### src/sv/fnlp_pkg.sv
// ----------------------------------------------------------------------------
// fnlp_pkg
// Shared types, character codes and digit helpers for the number parser.
// ----------------------------------------------------------------------------
package fnlp_pkg;

   localparam int ACC_WIDTH_DEFAULT = 64;

   // base_select codes
   localparam logic [2:0] BASE_BIN = 3'd0;
   localparam logic [2:0] BASE_OCT = 3'd1;
   localparam logic [2:0] BASE_DEC = 3'd2;
   localparam logic [2:0] BASE_HEX = 3'd3;

   // character codes
   localparam logic [7:0] CH_MINUS = 8'h2D;
   localparam logic [7:0] CH_DOT   = 8'h2E;
   localparam logic [7:0] CH_COMMA = 8'h2C;
   localparam logic [7:0] CH_ZERO  = 8'h30;
   localparam logic [7:0] CH_NINE  = 8'h39;
   localparam logic [7:0] CH_A     = 8'h41;
   localparam logic [7:0] CH_F     = 8'h46;

   localparam logic [4:0] DIGIT_NONE = 5'd31;

   // classification of a finished token
   typedef struct packed {
      logic single_ok;
      logic double_ok;
      logic minus;
   } tok_flags_type;

   // digit value of a character, DIGIT_NONE if it is no digit
   function automatic logic [4:0] digit_of(input logic [7:0] c);
      logic [7:0] t;
      t = 8'd0;
      if (c >= CH_ZERO && c <= CH_NINE) begin
         t = c - CH_ZERO;
         return t[4:0];
      end
      if (c >= CH_A && c <= CH_F) begin
         t = c - CH_A + 8'd10;
         return t[4:0];
      end
      return DIGIT_NONE;
   endfunction

   // radix of a base code, zero for an unsupported base
   function automatic logic [4:0] radix_of(input logic [2:0] b);
      logic [4:0] r;
      unique case (b)
         BASE_BIN: r = 5'd2;
         BASE_OCT: r = 5'd8;
         BASE_DEC: r = 5'd10;
         BASE_HEX: r = 5'd16;
         default:  r = 5'd0;
      endcase
      return r;
   endfunction

endpackage

### src/sv/fnlp_scan.sv
// ----------------------------------------------------------------------------
// fnlp_scan
// Per-character token checking and shift-add accumulation of the digits.
// ----------------------------------------------------------------------------
module fnlp_scan #(
   parameter int ACC_WIDTH = fnlp_pkg::ACC_WIDTH_DEFAULT
) (
   input  logic                   clock,
   input  logic                   reset,
   input  logic [2:0]             base_select,
   input  logic                   req_valid,
   output logic                   req_ready,
   input  logic [7:0]             req_char_code,
   input  logic                   req_last_of_token,
   output logic                   fin_valid,
   input  logic                   fin_ready,
   output fnlp_pkg::tok_flags_type fin_flags,
   output logic [ACC_WIDTH-1:0]   fin_acc
);
   import fnlp_pkg::*;

   logic                 at_first_ff, at_first_in;
   logic                 single_ok_ff, single_ok_in;
   logic                 double_ok_ff, double_ok_in;
   logic                 minus_ff, minus_in;
   logic [ACC_WIDTH-1:0] acc_ff, acc_in;

   logic                 accept;
   logic [4:0]           digit;
   logic [4:0]           radix;
   logic                 is_digit, is_sep, is_minus;
   logic                 ok_s, ok_d;
   logic [ACC_WIDTH-1:0] scaled;

   assign req_ready = fin_ready;
   assign accept    = req_valid && req_ready;
   assign fin_valid = req_valid && req_last_of_token;

   // classify the character against the current base
   always_comb begin
      digit    = digit_of(req_char_code);
      radix    = radix_of(base_select);
      is_digit = (radix != 5'd0) && (digit < radix);
      is_sep   = (req_char_code == CH_COMMA) || (req_char_code == CH_DOT);
      is_minus = (req_char_code == CH_MINUS);

      priority if (at_first_ff && req_last_of_token) begin
         ok_s = is_digit;
         ok_d = 1'b0;
      end else if (at_first_ff) begin
         ok_s = is_digit || is_minus;
         ok_d = ok_s;
      end else if (req_last_of_token) begin
         ok_s = is_digit;
         ok_d = (req_char_code == CH_DOT);
      end else begin
         ok_s = is_digit || is_sep;
         ok_d = ok_s;
      end
      if (radix == 5'd0) begin
         ok_s = 1'b0;
         ok_d = 1'b0;
      end
      if (base_select == BASE_BIN) begin
         ok_d = 1'b0;
      end
   end

   // multiply by the radix with shifts, and one add for decimal
   always_comb begin
      unique case (base_select)
         BASE_BIN: scaled = acc_ff << 1;
         BASE_OCT: scaled = acc_ff << 3;
         BASE_DEC: scaled = (acc_ff << 3) + (acc_ff << 1);
         BASE_HEX: scaled = acc_ff << 4;
         default:  scaled = acc_ff;
      endcase
   end

   // next token state after this character
   always_comb begin
      single_ok_in = single_ok_ff && ok_s;
      double_ok_in = double_ok_ff && ok_d;
      minus_in     = minus_ff || (at_first_ff && !req_last_of_token && is_minus);
      acc_in       = is_digit ? scaled + ACC_WIDTH'(digit) : acc_ff;
      at_first_in  = 1'b0;
   end

   assign fin_flags.single_ok = single_ok_in;
   assign fin_flags.double_ok = double_ok_in;
   assign fin_flags.minus     = minus_in;
   assign fin_acc             = acc_in;

   // advance on each transfer, clear at the end of a token
   always_ff @(posedge clock) begin
      if (reset) begin
         at_first_ff  <= 1'b1;
         single_ok_ff <= 1'b1;
         double_ok_ff <= 1'b1;
         minus_ff     <= 1'b0;
         acc_ff       <= '0;
      end else if (accept) begin
         if (req_last_of_token) begin
            at_first_ff  <= 1'b1;
            single_ok_ff <= 1'b1;
            double_ok_ff <= 1'b1;
            minus_ff     <= 1'b0;
            acc_ff       <= '0;
         end else begin
            at_first_ff  <= at_first_in;
            single_ok_ff <= single_ok_in;
            double_ok_ff <= double_ok_in;
            minus_ff     <= minus_in;
            acc_ff       <= acc_in;
         end
      end
   end

   // a finished token leaves clean state behind
   a_clear_after_last: assert property (@(posedge clock) disable iff (reset)
      accept && req_last_of_token |=> at_first_ff && !minus_ff && acc_ff == '0)
      else $error("token state not cleared after last character");

   // a minus is only recorded off the first character
   a_minus_first: assert property (@(posedge clock) disable iff (reset)
      accept && !at_first_ff && !minus_ff |=> !minus_ff || at_first_ff)
      else $error("minus recorded inside a token");

   // hold the token state while a character waits
   a_hold_stalled: assert property (@(posedge clock) disable iff (reset)
      req_valid && !req_ready |=> $stable(acc_ff) && $stable(at_first_ff))
      else $error("token state changed while the character waited");

endmodule

### src/sv/fnlp_split.sv
// ----------------------------------------------------------------------------
// fnlp_split
// Sign resolution and split of the token value into single and double parts.
// ----------------------------------------------------------------------------
module fnlp_split #(
   parameter int ACC_WIDTH = fnlp_pkg::ACC_WIDTH_DEFAULT
) (
   input  logic                    clock,
   input  logic                    reset,
   input  logic                    fin_valid,
   output logic                    fin_ready,
   input  fnlp_pkg::tok_flags_type fin_flags,
   input  logic [ACC_WIDTH-1:0]    fin_acc,
   output logic                    rsp_valid,
   input  logic                    rsp_ready,
   output logic                    rsp_is_single,
   output logic                    rsp_is_double,
   output logic                    rsp_not_a_number,
   output logic signed [31:0]      rsp_single_value,
   output logic signed [31:0]      rsp_double_low,
   output logic signed [31:0]      rsp_double_high
);
   import fnlp_pkg::*;

   // stage 1: signed value
   logic                 s1_valid_ff;
   tok_flags_type        s1_flags_ff;
   logic [ACC_WIDTH-1:0] s1_value_ff, s1_value_in;
   // stage 2: magnitude and sign
   logic                 s2_valid_ff;
   tok_flags_type        s2_flags_ff;
   logic                 s2_neg_ff;
   logic [ACC_WIDTH-1:0] s2_mag_ff, s2_mag_in;
   logic [31:0]          s2_low_ff;
   // stage 3: result register
   logic                 rsp_valid_ff;
   logic                 single_ff, double_ff, nan_ff;
   logic [31:0]          sv_ff, lo_ff, hi_ff;
   logic [31:0]          lo_in, hi_in;

   logic                 ready1, ready2, ready3;
   logic [ACC_WIDTH+31:0] mag_ext;
   logic [31:0]          rem, quo;

   // move a stage when the next one is free or draining
   assign ready3    = !rsp_valid_ff || rsp_ready;
   assign ready2    = !s2_valid_ff || ready3;
   assign ready1    = !s1_valid_ff || ready2;
   assign fin_ready = ready1;

   assign s1_value_in = fin_flags.minus ? ACC_WIDTH'(-fin_acc) : fin_acc;
   assign s2_mag_in   = s1_value_ff[ACC_WIDTH-1] ? ACC_WIDTH'(-s1_value_ff) : s1_value_ff;

   // remainder and quotient by 2^31, negated back for a negative value
   always_comb begin
      mag_ext = {32'd0, s2_mag_ff};
      rem     = {1'b0, s2_mag_ff[30:0]};
      quo     = mag_ext[62:31];
      lo_in   = 32'd0;
      hi_in   = 32'd0;
      if (s2_flags_ff.double_ok) begin
         lo_in = s2_neg_ff ? 32'(-rem) : rem;
         hi_in = s2_neg_ff ? 32'(-quo) : quo;
      end
   end

   // valid bits
   always_ff @(posedge clock) begin
      if (reset) begin
         s1_valid_ff  <= 1'b0;
         s2_valid_ff  <= 1'b0;
         rsp_valid_ff <= 1'b0;
      end else begin
         if (ready1) s1_valid_ff <= fin_valid;
         if (ready2) s2_valid_ff <= s1_valid_ff;
         if (ready3) rsp_valid_ff <= s2_valid_ff;
      end
   end

   // payload
   always_ff @(posedge clock) begin
      if (ready1) begin
         s1_flags_ff <= fin_flags;
         s1_value_ff <= s1_value_in;
      end
      if (ready2) begin
         s2_flags_ff <= s1_flags_ff;
         s2_neg_ff   <= s1_value_ff[ACC_WIDTH-1];
         s2_mag_ff   <= s2_mag_in;
         s2_low_ff   <= s1_value_ff[31:0];
      end
      if (ready3) begin
         single_ff <= s2_flags_ff.single_ok;
         double_ff <= s2_flags_ff.double_ok;
         nan_ff    <= !s2_flags_ff.single_ok && !s2_flags_ff.double_ok;
         sv_ff     <= s2_flags_ff.single_ok ? s2_low_ff : 32'd0;
         lo_ff     <= lo_in;
         hi_ff     <= hi_in;
      end
   end

   assign rsp_valid        = rsp_valid_ff;
   assign rsp_is_single    = single_ff;
   assign rsp_is_double    = double_ff;
   assign rsp_not_a_number = nan_ff;
   assign rsp_single_value = sv_ff;
   assign rsp_double_low   = lo_ff;
   assign rsp_double_high  = hi_ff;

   // exactly one classification per result
   a_one_class: assert property (@(posedge clock) disable iff (reset)
      rsp_valid_ff |-> $onehot({single_ff, double_ff, nan_ff}))
      else $error("result classification not one-hot");

   // double fields are zero unless the token is a double
   a_double_zero: assert property (@(posedge clock) disable iff (reset)
      rsp_valid_ff && !double_ff |-> lo_ff == 32'd0 && hi_ff == 32'd0)
      else $error("double fields set on a non-double result");

   // a blocked first stage keeps its value
   a_s1_hold: assert property (@(posedge clock) disable iff (reset)
      s1_valid_ff && !ready2 |=> s1_valid_ff && $stable(s1_value_ff))
      else $error("stage 1 lost its value while blocked");

endmodule

### src/sv/forth_number_literal_parser.sv
// ----------------------------------------------------------------------------
// forth_number_literal_parser
// Classifies a token of characters as a single or double number and converts it.
// ----------------------------------------------------------------------------
// Feed one character per transfer, flagging the last one of each token. A new
// character is taken every cycle while the result path is not stalled; the
// digit accumulator does one shift-add by the radix per character. Each token
// produces one result, which passes through three registers in turn: the
// signed value, then the magnitude and sign, then the result register.
// These three registers hold up to three results. Once they are all full and
// the result side holds off, every character waits, not only the last one of
// a token.
// The base register (csr_data: 0 binary, 1 octal, 2 decimal, 3 hex, others
// reject every token) resets to decimal and should be written between tokens.
// ----------------------------------------------------------------------------
module forth_number_literal_parser #(
   parameter int ACC_WIDTH = fnlp_pkg::ACC_WIDTH_DEFAULT
) (
   input  logic               clock,
   input  logic               reset,
   input  logic               csr_valid,
   output logic               csr_ready,
   input  logic [2:0]         csr_data,
   input  logic               req_valid,
   output logic               req_ready,
   input  logic [7:0]         req_char_code,
   input  logic               req_last_of_token,
   output logic               rsp_valid,
   input  logic               rsp_ready,
   output logic               rsp_is_single,
   output logic               rsp_is_double,
   output logic               rsp_not_a_number,
   output logic signed [31:0] rsp_single_value,
   output logic signed [31:0] rsp_double_low,
   output logic signed [31:0] rsp_double_high
);
   import fnlp_pkg::*;

   logic                 base_write;
   logic [2:0]           base_select_ff;
   logic                 fin_valid, fin_ready;
   tok_flags_type        fin_flags;
   logic [ACC_WIDTH-1:0] fin_acc;

   // base register, always writable
   assign csr_ready  = 1'b1;
   assign base_write = csr_valid && csr_ready;

   always_ff @(posedge clock) begin
      if (reset) begin
         base_select_ff <= BASE_DEC;
      end else if (base_write) begin
         base_select_ff <= csr_data;
      end
   end

   fnlp_scan #(.ACC_WIDTH(ACC_WIDTH)) u_scan (
      .clock             (clock),
      .reset             (reset),
      .base_select       (base_select_ff),
      .req_valid         (req_valid),
      .req_ready         (req_ready),
      .req_char_code     (req_char_code),
      .req_last_of_token (req_last_of_token),
      .fin_valid         (fin_valid),
      .fin_ready         (fin_ready),
      .fin_flags         (fin_flags),
      .fin_acc           (fin_acc)
   );

   fnlp_split #(.ACC_WIDTH(ACC_WIDTH)) u_split (
      .clock            (clock),
      .reset            (reset),
      .fin_valid        (fin_valid),
      .fin_ready        (fin_ready),
      .fin_flags        (fin_flags),
      .fin_acc          (fin_acc),
      .rsp_valid        (rsp_valid),
      .rsp_ready        (rsp_ready),
      .rsp_is_single    (rsp_is_single),
      .rsp_is_double    (rsp_is_double),
      .rsp_not_a_number (rsp_not_a_number),
      .rsp_single_value (rsp_single_value),
      .rsp_double_low   (rsp_double_low),
      .rsp_double_high  (rsp_double_high)
   );

endmodule
### config.mk
export PLATFORM = sky130hd
export DESIGN_NAME = forth_number_literal_parser
export DESIGN_NICKNAME = d
export VERILOG_FILES = /design/src/sv/fnlp_pkg.sv /design/src/sv/fnlp_scan.sv /design/src/sv/fnlp_split.sv /design/src/sv/forth_number_literal_parser.sv
export SDC_FILE = /design/constraint.sdc
export NUM_CORES = 1
export LEC_CHECK = 0
export CORE_MARGIN = 2
export CORE_UTILIZATION = 59
export DETAILED_ROUTE_END_ITERATION = 8
export DONT_BUFFER_PORTS = 1
export GPL_TIMING_DRIVEN = 0
export PLACE_DENSITY = 0.87
export SYNTH_ARGS = -nofsm -noshare
export SYNTH_HDL_FRONTEND = slang
export SYNTH_HIERARCHICAL = 1
export SYNTH_SLANG_ARGS = --single-unit
export TNS_END_PERCENT = 30
### constraint.sdc
create_clock -name clock -period 7.39 [get_ports clock]
set_input_delay 0.739 -clock clock [delete_from_list [all_inputs] [get_ports clock]]
set_output_delay 0.739 -clock clock [all_outputs]
set_load 0.02 [all_outputs]
==> results.sh, run 1 <==
export IMPL_status="finished clean"
export IMPL_synth_compound_area_frac=0.211
export IMPL_routed_wl_um=79300
export IMPL_synthToLayoutAreaGrowth_pct=7.37
export IMPL_rrSetupSlack_ns=0.25
export IMPL_ios=119
export IMPL_cp_end_kind="register"
export IMPL_fp_dieW_um=211
export IMPL_track_usage=0.352
export IMPL_cpMaxStageDelayCell="or4b_4"
export IMPL_clk_pin_slew_worst_paths_ns=0.07
export IMPL_fin_crit_ns=7.14
export IMPL_fin_crit_sh=0.966
export IMPL_cts_max_path_buffers=3
export IMPL_drt_iter0_drc=2359
export IMPL_grt_pass1_vias=21700
export IMPL_combPwrFrac=0.169
export IMPL_die_area_um2=44600
export IMPL_p_sw_frac=0.282
export IMPL_postLayoutCellArea_um2=27200
export IMPL_ant_nets=0
export IMPL_cts_buffers=30
export IMPL_grt_max_degree=86
export IMPL_fp_dieH_um=211
export IMPL_cp_required_ns=7.69
export IMPL_max_stage_delay_ns=0.59
export IMPL_synth_ff_type="edfxtp_1"
export IMPL_fin_cells=3366
export IMPL_max_freq_ghz=0.140
export IMPL_drtPass1Iterations=5
export IMPL_crit_path_max_fanout=10
export IMPL_critPathArrivalTime_ns=7.44
export IMPL_pwr_density_cell_nw_per_um2=164
export IMPL_finalSetupViolCount=0
export IMPL_synth_adder_area_share=0.0386
export IMPL_tns_ns=0
export IMPL_initial_core_util=0.601
export IMPL_core_um2=42100
export IMPL_drt_vias_per_instance=6.78
export IMPL_drcViolationCount=0
export IMPL_synth_cell_types=119
export IMPL_yosysSeqAreaShare=0.369
export IMPL_routedWlPerCell_um=23.6
export IMPL_cts_htree_levels=1
export IMPL_clk_latency_ns=0.57
export IMPL_worstMarginPinSlew_ns=1.06
export IMPL_async_flop_share=0
export IMPL_hp_class="in2reg"
export IMPL_cts_sinks=336
export IMPL_synth_top_family_by_area="simple AND/OR/NAND/NOR gates"
export IMPL_dr_total_vias=22800
export IMPL_antenna_found_initial=1
export IMPL_p_leak_nw=10.3
export IMPL_routabilityCongestion=1.02
export IMPL_drive_above_1_share=0.0828
export IMPL_worstSetupStartpointType="register"
export IMPL_dp_cells=3309
export IMPL_finalNetCount=2897
export IMPL_final_hold_violation_count=0
export IMPL_yosysWarnings=6
export IMPL_p_seq_frac=0.482
export IMPL_p_clk_frac=0.350
export IMPL_maxSlewHeadroom=0.287
export IMPL_fin_worst_skew_ns=0.0228
export IMPL_overflow=0
export IMPL_place_area_um2=26100
export IMPL_crit_top_cell="buf_2"
export IMPL_dp_hpwl_um=63500
export IMPL_cp_cell_sequence="buf_4, nor3b_2, buf_2, buf_2, buf_2, o21ai_0, nor3_2, nand4b_1, nor2_4, nand3_1, nor4_4, nand2_1, xnor2_1, mux2_2, or4_4, or4_4, or4b_4, o31ai_2, xnor2_1"
export IMPL_power_total_w=0.00446
export IMPL_hold_buffers=0
export IMPL_ir_drop_uv=194
export IMPL_port_buffers=0
export IMPL_critPathKind="reg2reg"
export IMPL_internal_power_w=0.00320
export IMPL_ys_ff_latch=336
export IMPL_diodes=0
export IMPL_syn_nets=2861
export IMPL_synth_edf_count=262
export IMPL_cts_tree="built"
export IMPL_synth_area_mux_share=0.0392
export IMPL_cap_violations=0
export IMPL_synth_avg_cell_area_um2=9.15
export IMPL_rows=75
export IMPL_slew_violations=0
export IMPL_yosys_area_share_simple=0.219
export IMPL_synth_xor_area_frac=0.0882
export IMPL_power_switching_w=0.00126
export IMPL_grt_pass1_wl_um=123000
export IMPL_postSynthCellCount=2767
export IMPL_utilization=0.645
export IMPL_syn_cell_area_um2=25300
export IMPL_root_buffer="clkbuf_16"
==> timing repair <==
action	in CTS	in global routing
hold endpoints to repair	0	0
setup buffers	3	7
pin swaps	2	3
setup endpoints to repair	50	16
gates resized for setup	19	8
==> cells in the final DEF (no fill, tap or decap), types with 21 or more instances in the layout <==
| cell | n |
|---|---|
| nor4_1 | 31 |
| clkbuf_16 | 30 |
| xnor2_1 | 218 |
| a22oi_1 | 31 |
| nand4_1 | 52 |
| xor2_1 | 35 |
| edfxtp_1 | 262 |
| or3_1 | 50 |
| a21o_1 | 27 |
| nand3_1 | 66 |
| buf_2 | 27 |
| nand2b_1 | 31 |
| o31ai_1 | 69 |
| o21ai_0 | 198 |
| inv_1 | 47 |
| dfxtp_1 | 73 |
| or4_1 | 37 |
| clkbuf_1 | 108 |
| or2_2 | 21 |
| and3_1 | 30 |
| nor3_1 | 53 |
| ha_1 | 75 |
| nor2_1 | 153 |
| and2_1 | 109 |
| nand2_1 | 265 |
| mux2_2 | 25 |
| o41ai_1 | 48 |
| mux2i_1 | 65 |
| a21oi_1 | 151 |
==> metrics by stage <==
| step | setup slack, ns | hold slack [ns] |
|---|---|---|
| after floorplan | 0.131 | 0.400 |
| after global placement | -1.99 | 0.402 |
| after detailed placement | -2.23 | 0.408 |
| after CTS | 0.0228 | 0.191 |
| after global routing | -0.00176 | 0.211 |
| final | 0.248 | 0.220 |
==> synthesized netlist by cell type (all sizes together) (12+ instances only) <==
cell / number / area share
o211ai: 21 / 0.0072
o41ai: 49 / 0.017
inv: 49 / 0.0073
buf: 53 / 0.011
o21ai: 219 / 0.043
and2: 109 / 0.027
nand2: 266 / 0.039
xnor2: 219 / 0.076
dfxtp: 74 / 0.059
or4: 42 / 0.013
clkbuf: 111 / 0.017
mux2: 26 / 0.012
or2: 22 / 0.0054
o31ai: 74 / 0.023
a211oi: 22 / 0.0074
and3: 30 / 0.0074
nand4b: 14 / 0.0051
a31oi: 18 / 0.0053
nor2: 155 / 0.023
or3: 52 / 0.013
nor3: 56 / 0.011
xor2: 35 / 0.012
nor4: 40 / 0.014
a21oi: 160 / 0.033
nand4: 54 / 0.014
a21o: 27 / 0.0080
nand2b: 31 / 0.0077
a22o: 14 / 0.0048
a22oi: 31 / 0.0092
nand3: 68 / 0.014
mux2i: 65 / 0.026
edfxtp: 262 / 0.31
ha: 75 / 0.037
o221ai: 14 / 0.0048
o21a: 17 / 0.0051
and4: 14 / 0.0049
nor2b: 12 / 0.0030
==> path summary, 6_finish.rpt <==
check                                        start                                end  cells past startpoint
setup reg to reg    base_select_ff[0]$_SDFFE_PP0P_  u_split/s1_value_ff[62]$_DFFE_PP_                     19
hold reg to reg   u_split/s1_flags_ff[2]$_DFFE_PP_   u_split/s2_flags_ff[2]$_DFFE_PP_                      0
setup / recovery    base_select_ff[0]$_SDFFE_PP0P_  u_split/s1_value_ff[62]$_DFFE_PP_                     19
hold / removal                               reset     base_select_ff[2]$_SDFFE_PP0P_                      1
==> worst max-delay path, delay by kind of cell (launching register included) <==
family / cells / cell delay, ns
flops: 1 / 0.32
xor+xnor: 2 / 0.29
compound gates: 2 / 0.55
mux: 1 / 0.32
simple gates: 10 / 3.86
buf+inv: 4 / 1.50
==> cell type report <==
cell class / instances / area (um^2)
Clock inverter: 19 / 220
Clock buffer: 37 / 777
Multi-Input combinational cell: 2218 / 15100
Buffer: 155 / 699
Fill cell: 3369 / 15000
Tap cell: 539 / 674
Inverter: 49 / 189
Timing Repair Buffer: 13 / 150
Sequential cell: 336 / 9350
==> flip-flops by register name, indices dropped and copies added, names as in the netlist, 2 cells and up <==
register,count
u_split/s1_value_ff,64
base_select_ff,3
u_split/s1_flags_ff,2
u_split/s2_low_ff,31
u_split/s2_flags_ff,2
u_split/s2_mag_ff,63
u_split/rsp_single_value,32
u_scan/acc_ff,64
u_split/rsp_double_high,32
u_split/rsp_double_low,32
==> routing by layer <==
metal | global-route usage | part of all wire | up-vias
met2 | 0.587 | 0.46 | 1208
met4 | 0.199 | 0.057 | 0
met1 | 0.447 | 0.40 | 10800
met5 | 0 | 0 | -
li1 | - | - | 10600
met3 | 0.0373 | 0.076 | 230
==> logic make-up after synthesis <==
| family | Yosys count |
|---|---|
| other cells | 1 |
| xor+xnor | 254 |
| mux | 93 |
| compound gates | 785 |
| buf+inv | 213 |
| flops | 336 |
| fa+ha+maj | 77 |
| simple gates | 1008 |
==> power groups by stage <==
stage	Clock, W	Combinational (W)	Sequential (W)
after floorplan	0	0.000513	0.00217
after global placement	0	0.000703	0.00219
after detailed placement	0	0.000725	0.00219
after CTS	0.00159	0.000728	0.00215
after global routing	0.00165	0.000806	0.00216
final	0.00156	0.000752	0.00215
Power figures use the tool's default switching activity.
==> inputs of run 2 (changes only) <==
--- a/config.mk
+++ b/config.mk
@@ -5,8 +5,11 @@
 export SDC_FILE = /design/constraint.sdc
 export NUM_CORES = 1
 export LEC_CHECK = 0
+export ABC_CLOCK_PERIOD_IN_PS = 7390
+export CELL_PAD_IN_SITES_DETAIL_PLACEMENT = 2
+export CELL_PAD_IN_SITES_GLOBAL_PLACEMENT = 2
 export CORE_MARGIN = 2
-export CORE_UTILIZATION = 59
+export CORE_UTILIZATION = 38
 export DETAILED_ROUTE_END_ITERATION = 8
 export DONT_BUFFER_PORTS = 1
 export GPL_TIMING_DRIVEN = 0
==> run 2 against run 1 <==
  * Hold slack better by 0.018 ns
  * Critical path depth stayed put
  * Sequential share of layout area is 0.75 points lower
  * Flip-flop and latch count stayed put
  * Routed wire length is 43% higher
  * First-iteration DRC count is 6.1% lower
  * Utilization is 22 points lower
  * Global-route usage is 3.0 points lower
  * Final cell count is 10% higher
  * Non-clock buffer count is 6 higher
  * Critical endpoint is now u_split/s1_value_ff[51]$_DFFE_PP_
==> results.sh, run 2 (synthesis results as in run 1) <==
export IMPL_fin_crit_ns=7.35
export IMPL_routabilityCongestion=0.988
export IMPL_maxSlewHeadroom=0.160
export IMPL_mostFrequentLayoutCells="nand2_1, edfxtp_1, xnor2_1, o21ai_0, nor2_1"
export IMPL_crit_top_cell="clkbuf_1"
export IMPL_max_stage_delay_ns=0.90
export IMPL_cap_violations=0
export IMPL_p_leak_nw=10.4
export IMPL_die_area_um2=68700
export IMPL_drcViolationCount=0
export IMPL_overflow=0
export IMPL_finalNetCount=2909
export IMPL_nFillCells=7131
export IMPL_dp_hpwl_um=86200
export IMPL_hp_class="in2reg"
export IMPL_ir_drop_uv=128
export IMPL_dr_total_vias=24300
export IMPL_fin_crit_sh=0.994
export IMPL_routedWlPerCell_um=30.7
export IMPL_grt_max_degree=86
export IMPL_met3_usage=0.0348
export IMPL_p_sw_frac=0.320
export IMPL_final_hold_violation_count=0
export IMPL_top_usage_layer="met2"
export IMPL_clk_latency_ns=0.58
export IMPL_slew_violations=0
export IMPL_pwr_density_cell_nw_per_um2=173
export IMPL_fp_dieH_um=262
export IMPL_internal_power_w=0.00326
export IMPL_hold_ws_ns=0.238
export IMPL_port_buffers=0
export IMPL_root_buffer="clkbuf_16"
export IMPL_cts_tree="built"
export IMPL_combPwrFrac=0.182
export IMPL_rows=94
export IMPL_postLayoutCellArea_um2=27800
export IMPL_grt_pass1_vias=26100
export IMPL_cts_sinks=336
export IMPL_fp_dieW_um=262
export IMPL_worstSetupStartpointType="register"
export IMPL_initial_core_util=0.384
export IMPL_synthToLayoutAreaGrowth_pct=9.77
export IMPL_layout_commonest_cell="nand2_1"
export IMPL_drt_iter0_drc=2214
export IMPL_clk_pin_slew_worst_paths_ns=0.07
export IMPL_cts_max_path_buffers=3
export IMPL_routed_wl_um=114000
export IMPL_hold_buffers=0
export IMPL_grt_pass1_wl_um=169000
export IMPL_cts_buffers=36
export IMPL_cts_htree_levels=2
export IMPL_diodes=0
export IMPL_status="finished clean"
export IMPL_max_freq_ghz=0.136
export IMPL_cp_end_kind="register"
export IMPL_power_switching_w=0.00154
export IMPL_drtPass1Iterations=5
export IMPL_reg_top3="u_scan/acc_ff (64), u_split/s1_value_ff (64), u_split/s2_mag_ff (63)"
export IMPL_critPathKind="reg2reg"
export IMPL_worstMarginPinSlew_ns=1.25
export IMPL_crit_path_max_fanout=10
export IMPL_utilization=0.422
export IMPL_ant_nets=0
export IMPL_antenna_found_initial=1
export IMPL_cpMaxStageDelayCell="nor4_2"
export IMPL_drive_above_1_share=0.0890
export IMPL_core_um2=65900
export IMPL_cp_required_ns=7.67
export IMPL_p_clk_frac=0.367
export IMPL_drt_vias_per_instance=6.56
export IMPL_ios=119
export IMPL_place_area_um2=26500
export IMPL_fin_worst_skew_ns=0.0320
export IMPL_finalSetupViolCount=0
export IMPL_track_usage=0.322
export IMPL_met1_usage=0.384
export IMPL_p_seq_frac=0.452
export IMPL_cp_cell_sequence="buf_4, nor2b_1, clkbuf_1, buf_2, o21ai_0, ha_1, a21o_1, a211o_1, clkbuf_1, clkbuf_1, nand2_1, o21ai_0, or3_1, clkbuf_1, nor4_2, nand4_1, clkbuf_1, o31ai_1, xnor2_1"
export IMPL_tns_ns=0
export IMPL_critPathArrivalTime_ns=7.63
export IMPL_grt_met2_usage=0.570
==> run 2: changes by cell type in the layout (fill, tap and decap cells not counted), sizes merged <==
cell,change
buf,+5
bufinv,-3
clkinv,+4
clkbuf,+7
inv,+2
==> run 2: area by class of cell <==
cell class	instances	area, um^2	area share
repair buffers	18	188	0.00675
flip-flops and latches	336	9350	0.337
inverters	49	189	0.00680
well taps	864	1080	0.0389
clock buffers	43	927	0.0334
plain buffers	156	722	0.0260
clock inverters	22	169	0.00608
multi-input cells	2218	15200	0.546
==> run 2: critical path, delay by kind of cell, from the launching register on <==
family	cells	cell delay, ns
XOR/XNOR	1	0.15
buffers and inverters	7	2.49
flip-flops	1	0.32
adder cells (fa/ha/maj)	1	0.33
AND/OR/NAND/NOR	5	2.31
AO/OA/AOI/OAI	5	1.46
==> run 2: metal layers <==
layer	vias up	wire, um
li1	10600	-
met3	315	5550
met2	938	55800
met4	2	6290
met1	12500	46000
met5	-	13
==> run 2: per-stage QoR <==
step | worst slack, ns | total power, W | std cells
floorplan | 0.131 | 0.00268 | 2767
global placement | -2.24 | 0.00291 | 3631
detailed placement | -2.59 | 0.00300 | 3634
CTS | 0.00537 | 0.00478 | 3699
global route | -0.0465 | 0.00493 | 3706
finish | 0.0413 | 0.00480 | 3706
==> run 2: power groups by stage <==
stage | sequential (W) | clock, W | combinational (W)
floorplan | 0.00217 | 0 | 0.000513
detailed placement | 0.00220 | 0 | 0.000800
finish | 0.00217 | 0.00176 | 0.000871
global route | 0.00217 | 0.00185 | 0.000906
global placement | 0.00219 | 0 | 0.000722
CTS | 0.00216 | 0.00178 | 0.000834
==> run 2: worst paths after layout <==
kind / start / to / cells past startpoint / slack (ns)
max: base_select_ff[0]$_SDFFE_PP0P_ / u_split/s1_value_ff[51]$_DFFE_PP_ / 19 / 0.04
min: reset / u_split/s1_valid_ff$_SDFFE_PP0P_ / 1 / 0.24
min reg2reg: u_split/s1_flags_ff[2]$_DFFE_PP_ / u_split/s2_flags_ff[2]$_DFFE_PP_ / 0 / 0.46
max reg2reg: base_select_ff[0]$_SDFFE_PP0P_ / u_split/s1_value_ff[51]$_DFFE_PP_ / 19 / 0.04
==> run 2: timing repair <==
action                                  4_1_cts  5_1_grt
endpoints found under the setup margin       76       26
pin swaps                                     3        4
setup buffers                                 5       10
gates resized for setup                      30       19
==> inputs of run 3 (changes only) <==
--- a/config.mk
+++ b/config.mk
@@ -5,15 +5,17 @@
 export SDC_FILE = /design/constraint.sdc
 export NUM_CORES = 1
 export LEC_CHECK = 0
+export ABC_AREA = 1
 export ABC_CLOCK_PERIOD_IN_PS = 7390
 export CELL_PAD_IN_SITES_DETAIL_PLACEMENT = 2
 export CELL_PAD_IN_SITES_GLOBAL_PLACEMENT = 2
 export CORE_MARGIN = 2
-export CORE_UTILIZATION = 38
+export CORE_UTILIZATION = 33
 export DETAILED_ROUTE_END_ITERATION = 8
 export DONT_BUFFER_PORTS = 1
 export GPL_TIMING_DRIVEN = 0
 export PLACE_DENSITY = 0.87
+export SLEW_MARGIN = 30
 export SYNTH_ARGS = -nofsm -noshare
 export SYNTH_HDL_FRONTEND = slang
 export SYNTH_HIERARCHICAL = 1
==> run 3 against run 2 <==
  * Final cell count is 53% higher
  * Final area is 13% higher
  * Hold slack worse by 0.016 ns
  * Sequential share of layout area is 3.8 points lower
==> results.sh, run 3 <==
export IMPL_track_usage=0.300
export IMPL_cpMaxStageDelayCell="o21ai_0"
export IMPL_fin_cells=5655
export IMPL_yosys_area_top_type="edfxtp_1"
export IMPL_pwr_density_cell_nw_per_um2=195
export IMPL_synth_edf_count=262
export IMPL_fp_dieW_um=298
export IMPL_reg_top3="u_scan/acc_ff (64), u_split/s1_value_ff (64), u_split/s2_mag_ff (63)"
export IMPL_synth_area_top_cells="edfxtp_1, nand2_1, inv_1"
export IMPL_diodes=0
export IMPL_drcViolationCount=0
export IMPL_dp_hpwl_um=110000
export IMPL_drive_above_1_share=0.0632
export IMPL_max_stage_delay_ns=0.65
export IMPL_cts_tree="built"
export IMPL_overflow=0
export IMPL_initial_core_util=0.334
export IMPL_maxSlewHeadroom=0.367
export IMPL_internal_power_w=0.00372
export IMPL_die_area_um2=89000
export IMPL_cp_end_kind="register"
export IMPL_root_buffer="clkbuf_16"
export IMPL_cp_required_ns=7.71
export IMPL_synth_most_common_cell="nand2_1"
export IMPL_core_um2=85500
export IMPL_syn_nets=4532
export IMPL_ios=119
export IMPL_timing_rr_end="u_split/s1_value_ff[54]$_DFFE_PP_"
export IMPL_fin_crit_sh=0.947
export IMPL_place_area_um2=30100
export IMPL_hold_start="reset"
export IMPL_synth_xor_area_frac=0.0331
export IMPL_yosys_area_top_type_share=0.275
export IMPL_drt_vias_per_instance=5.46
export IMPL_r2r_start="base_select_ff[2]$_SDFFE_PP0P_"
export IMPL_dp_cells=5585
export IMPL_mostFrequentLayoutCells="nand2_1, inv_1, nor2_1, nand3_1, edfxtp_1"
export IMPL_synth_top_cells_by_count="nand2_1, inv_1, nor2_1, nand3_1, edfxtp_1"
export IMPL_synthToLayoutAreaGrowth_pct=9.57
export IMPL_status="finished clean"
export IMPL_p_seq_frac=0.399
export IMPL_cts_buffers=39
export IMPL_antenna_found_initial=1
export IMPL_post_cts_buffers=0
export IMPL_async_flop_share=0
export IMPL_drtPass1Iterations=6
export IMPL_fp_dieH_um=298
export IMPL_ant_nets=0
export IMPL_fin_crit_ns=7.00
export IMPL_routabilityCongestion=0.936
export IMPL_r2r_cells=33
export IMPL_dr_total_vias=30900
export IMPL_grt_pass1_wl_um=206000
export IMPL_cts_max_path_buffers=3
export IMPL_crit_path_max_fanout=19
export IMPL_routed_wl_um=136000
export IMPL_final_hold_violation_count=0
export IMPL_synth_cell_types=64
export IMPL_synth_adder_area_share=0.0342
export IMPL_yosys_area_share_simple=0.389
export IMPL_postSynthCellCount=4438
export IMPL_worstSetupStartpointType="register"
export IMPL_yosysWarnings=6
export IMPL_drt_iter0_drc=1755
export IMPL_hp_class="in2reg"
export IMPL_clk_latency_ns=0.59
export IMPL_cts_sinks=336
export IMPL_combPwrFrac=0.288
export IMPL_ir_drop_uv=157
export IMPL_rows=107
export IMPL_tns_ns=0
export IMPL_synth_area_mux_share=0
export IMPL_port_buffers=0
export IMPL_grt_setup_unrepaired="false"
export IMPL_postLayoutCellArea_um2=31300
export IMPL_power_switching_w=0.00238
export IMPL_critPathKind="reg2reg"
export IMPL_cts_htree_levels=2
export IMPL_grt_pass1_vias=34000
export IMPL_finalNetCount=4575
export IMPL_max_freq_ghz=0.143
export IMPL_synth_ff_type="edfxtp_1"
export IMPL_ys_ff_latch=336
export IMPL_p_leak_nw=15.0
export IMPL_syn_cell_area_um2=28600
export IMPL_crit_top_cell="nand2_1"
export IMPL_worstMarginPinSlew_ns=0.940
export IMPL_fin_worst_skew_ns=0.0398
export IMPL_layout_commonest_cell="nand2_1"
export IMPL_clk_pin_slew_worst_paths_ns=0.06
export IMPL_rrSetupSlack_ns=0.39
export IMPL_hold_buffers=0
export IMPL_finalSetupViolCount=0
export IMPL_grt_max_degree=79
export IMPL_p_sw_frac=0.390
export IMPL_synth_top_family_by_area="simple AND/OR/NAND/NOR gates"
export IMPL_routedWlPerCell_um=24.1
export IMPL_synth_avg_cell_area_um2=6.45
export IMPL_post_cts_resized=0
export IMPL_utilization=0.366
export IMPL_hold_depth=1
export IMPL_critPathArrivalTime_ns=7.32
export IMPL_p_clk_frac=0.313
export IMPL_slew_violations=0
export IMPL_holdPathEnd="u_split/s1_valid_ff$_SDFFE_PP0P_"
export IMPL_yosysSeqAreaShare=0.327
export IMPL_cap_violations=0
export IMPL_synth_compound_area_frac=0.110
-- run 3: cell type report --
| type | instances | area (um^2) |
|---|---|---|
| fill | 10600 | 54200 |
| multi-input combinational | 3323 | 16200 |
| sequential | 336 | 9350 |
| inverter | 669 | 2520 |
| tap | 1144 | 1430 |
| clock buffer | 47 | 1030 |
| buffer | 109 | 558 |
| clock inverter | 24 | 176 |
| timing repair buffer | 3 | 82.6 |
-- run 3: worst max-delay path by stage --
stage                              startpoint                                 to  slack [ns]  depth (start not counted)
2_1_floorplan                       rsp_ready     u_scan/acc_ff[58]$_SDFFE_PP0P_        1.38                          9
3_3_place_gp                        rsp_ready     u_scan/acc_ff[59]$_SDFFE_PP0P_       -1.16                          9
3_5_place_dp   base_select_ff[2]$_SDFFE_PP0P_  u_split/s1_value_ff[61]$_DFFE_PP_         0.1                         34
4_1_cts        base_select_ff[2]$_SDFFE_PP0P_  u_split/s1_value_ff[54]$_DFFE_PP_        0.03                         35
5_1_grt        base_select_ff[2]$_SDFFE_PP0P_  u_split/s1_value_ff[54]$_DFFE_PP_        0.04                         36
6_report       base_select_ff[2]$_SDFFE_PP0P_  u_split/s1_value_ff[54]$_DFFE_PP_        0.39                         33
-- run 3: critical path: cells and delay by family (launching register included) --
kind	cells	cell delay (ns)
and+or+nand+nor	18	2.51
AOI/OAI and AO/OA	5	1.43
DFF	1	0.37
buffers and inverters	8	1.78
xor gates and xnor gates	1	0.17
adders and majority gates	1	0.41
-- run 3: metal layers --
metal,vias to the layer above,track usage,routed length [um]
met2,772,0.548,68200
li1,14400,-,-
met3,372,0.0259,4320
met4,2,0.188,9540
met1,15400,0.336,54000
met5,-,0,9
-- run 3: power by group through the flow --
stage	clock network, W	logic (W)	registers, W
after floorplan	0	0.00112	0.00238
after global placement	0	0.00156	0.00244
after detailed placement	0	0.00168	0.00247
after CTS	0.00193	0.00173	0.00243
after global routing	0.00199	0.00191	0.00245
final	0.00191	0.00176	0.00243
-- run 3: stage by stage --
step | total power [W] | worst slack, ns | hold slack [ns]
final | 0.00610 | 0.392 | 0.222
after global routing | 0.00635 | 0.0399 | 0.210
after CTS | 0.00610 | 0.0308 | 0.203
after detailed placement | 0.00415 | 0.0991 | 0.438
after global placement | 0.00400 | -1.16 | 0.408
after floorplan | 0.00350 | 1.38 | 0.400
-- run 3: cells by family (layout without fill, tap and decap cells) --
logic type,after synthesis,count (layout)
flops,336,336
simple gates,2602,2602
compound gates,535,535
other cells,1,1
fa+ha+maj,77,77
buf+inv,779,852
xor+xnor,108,108
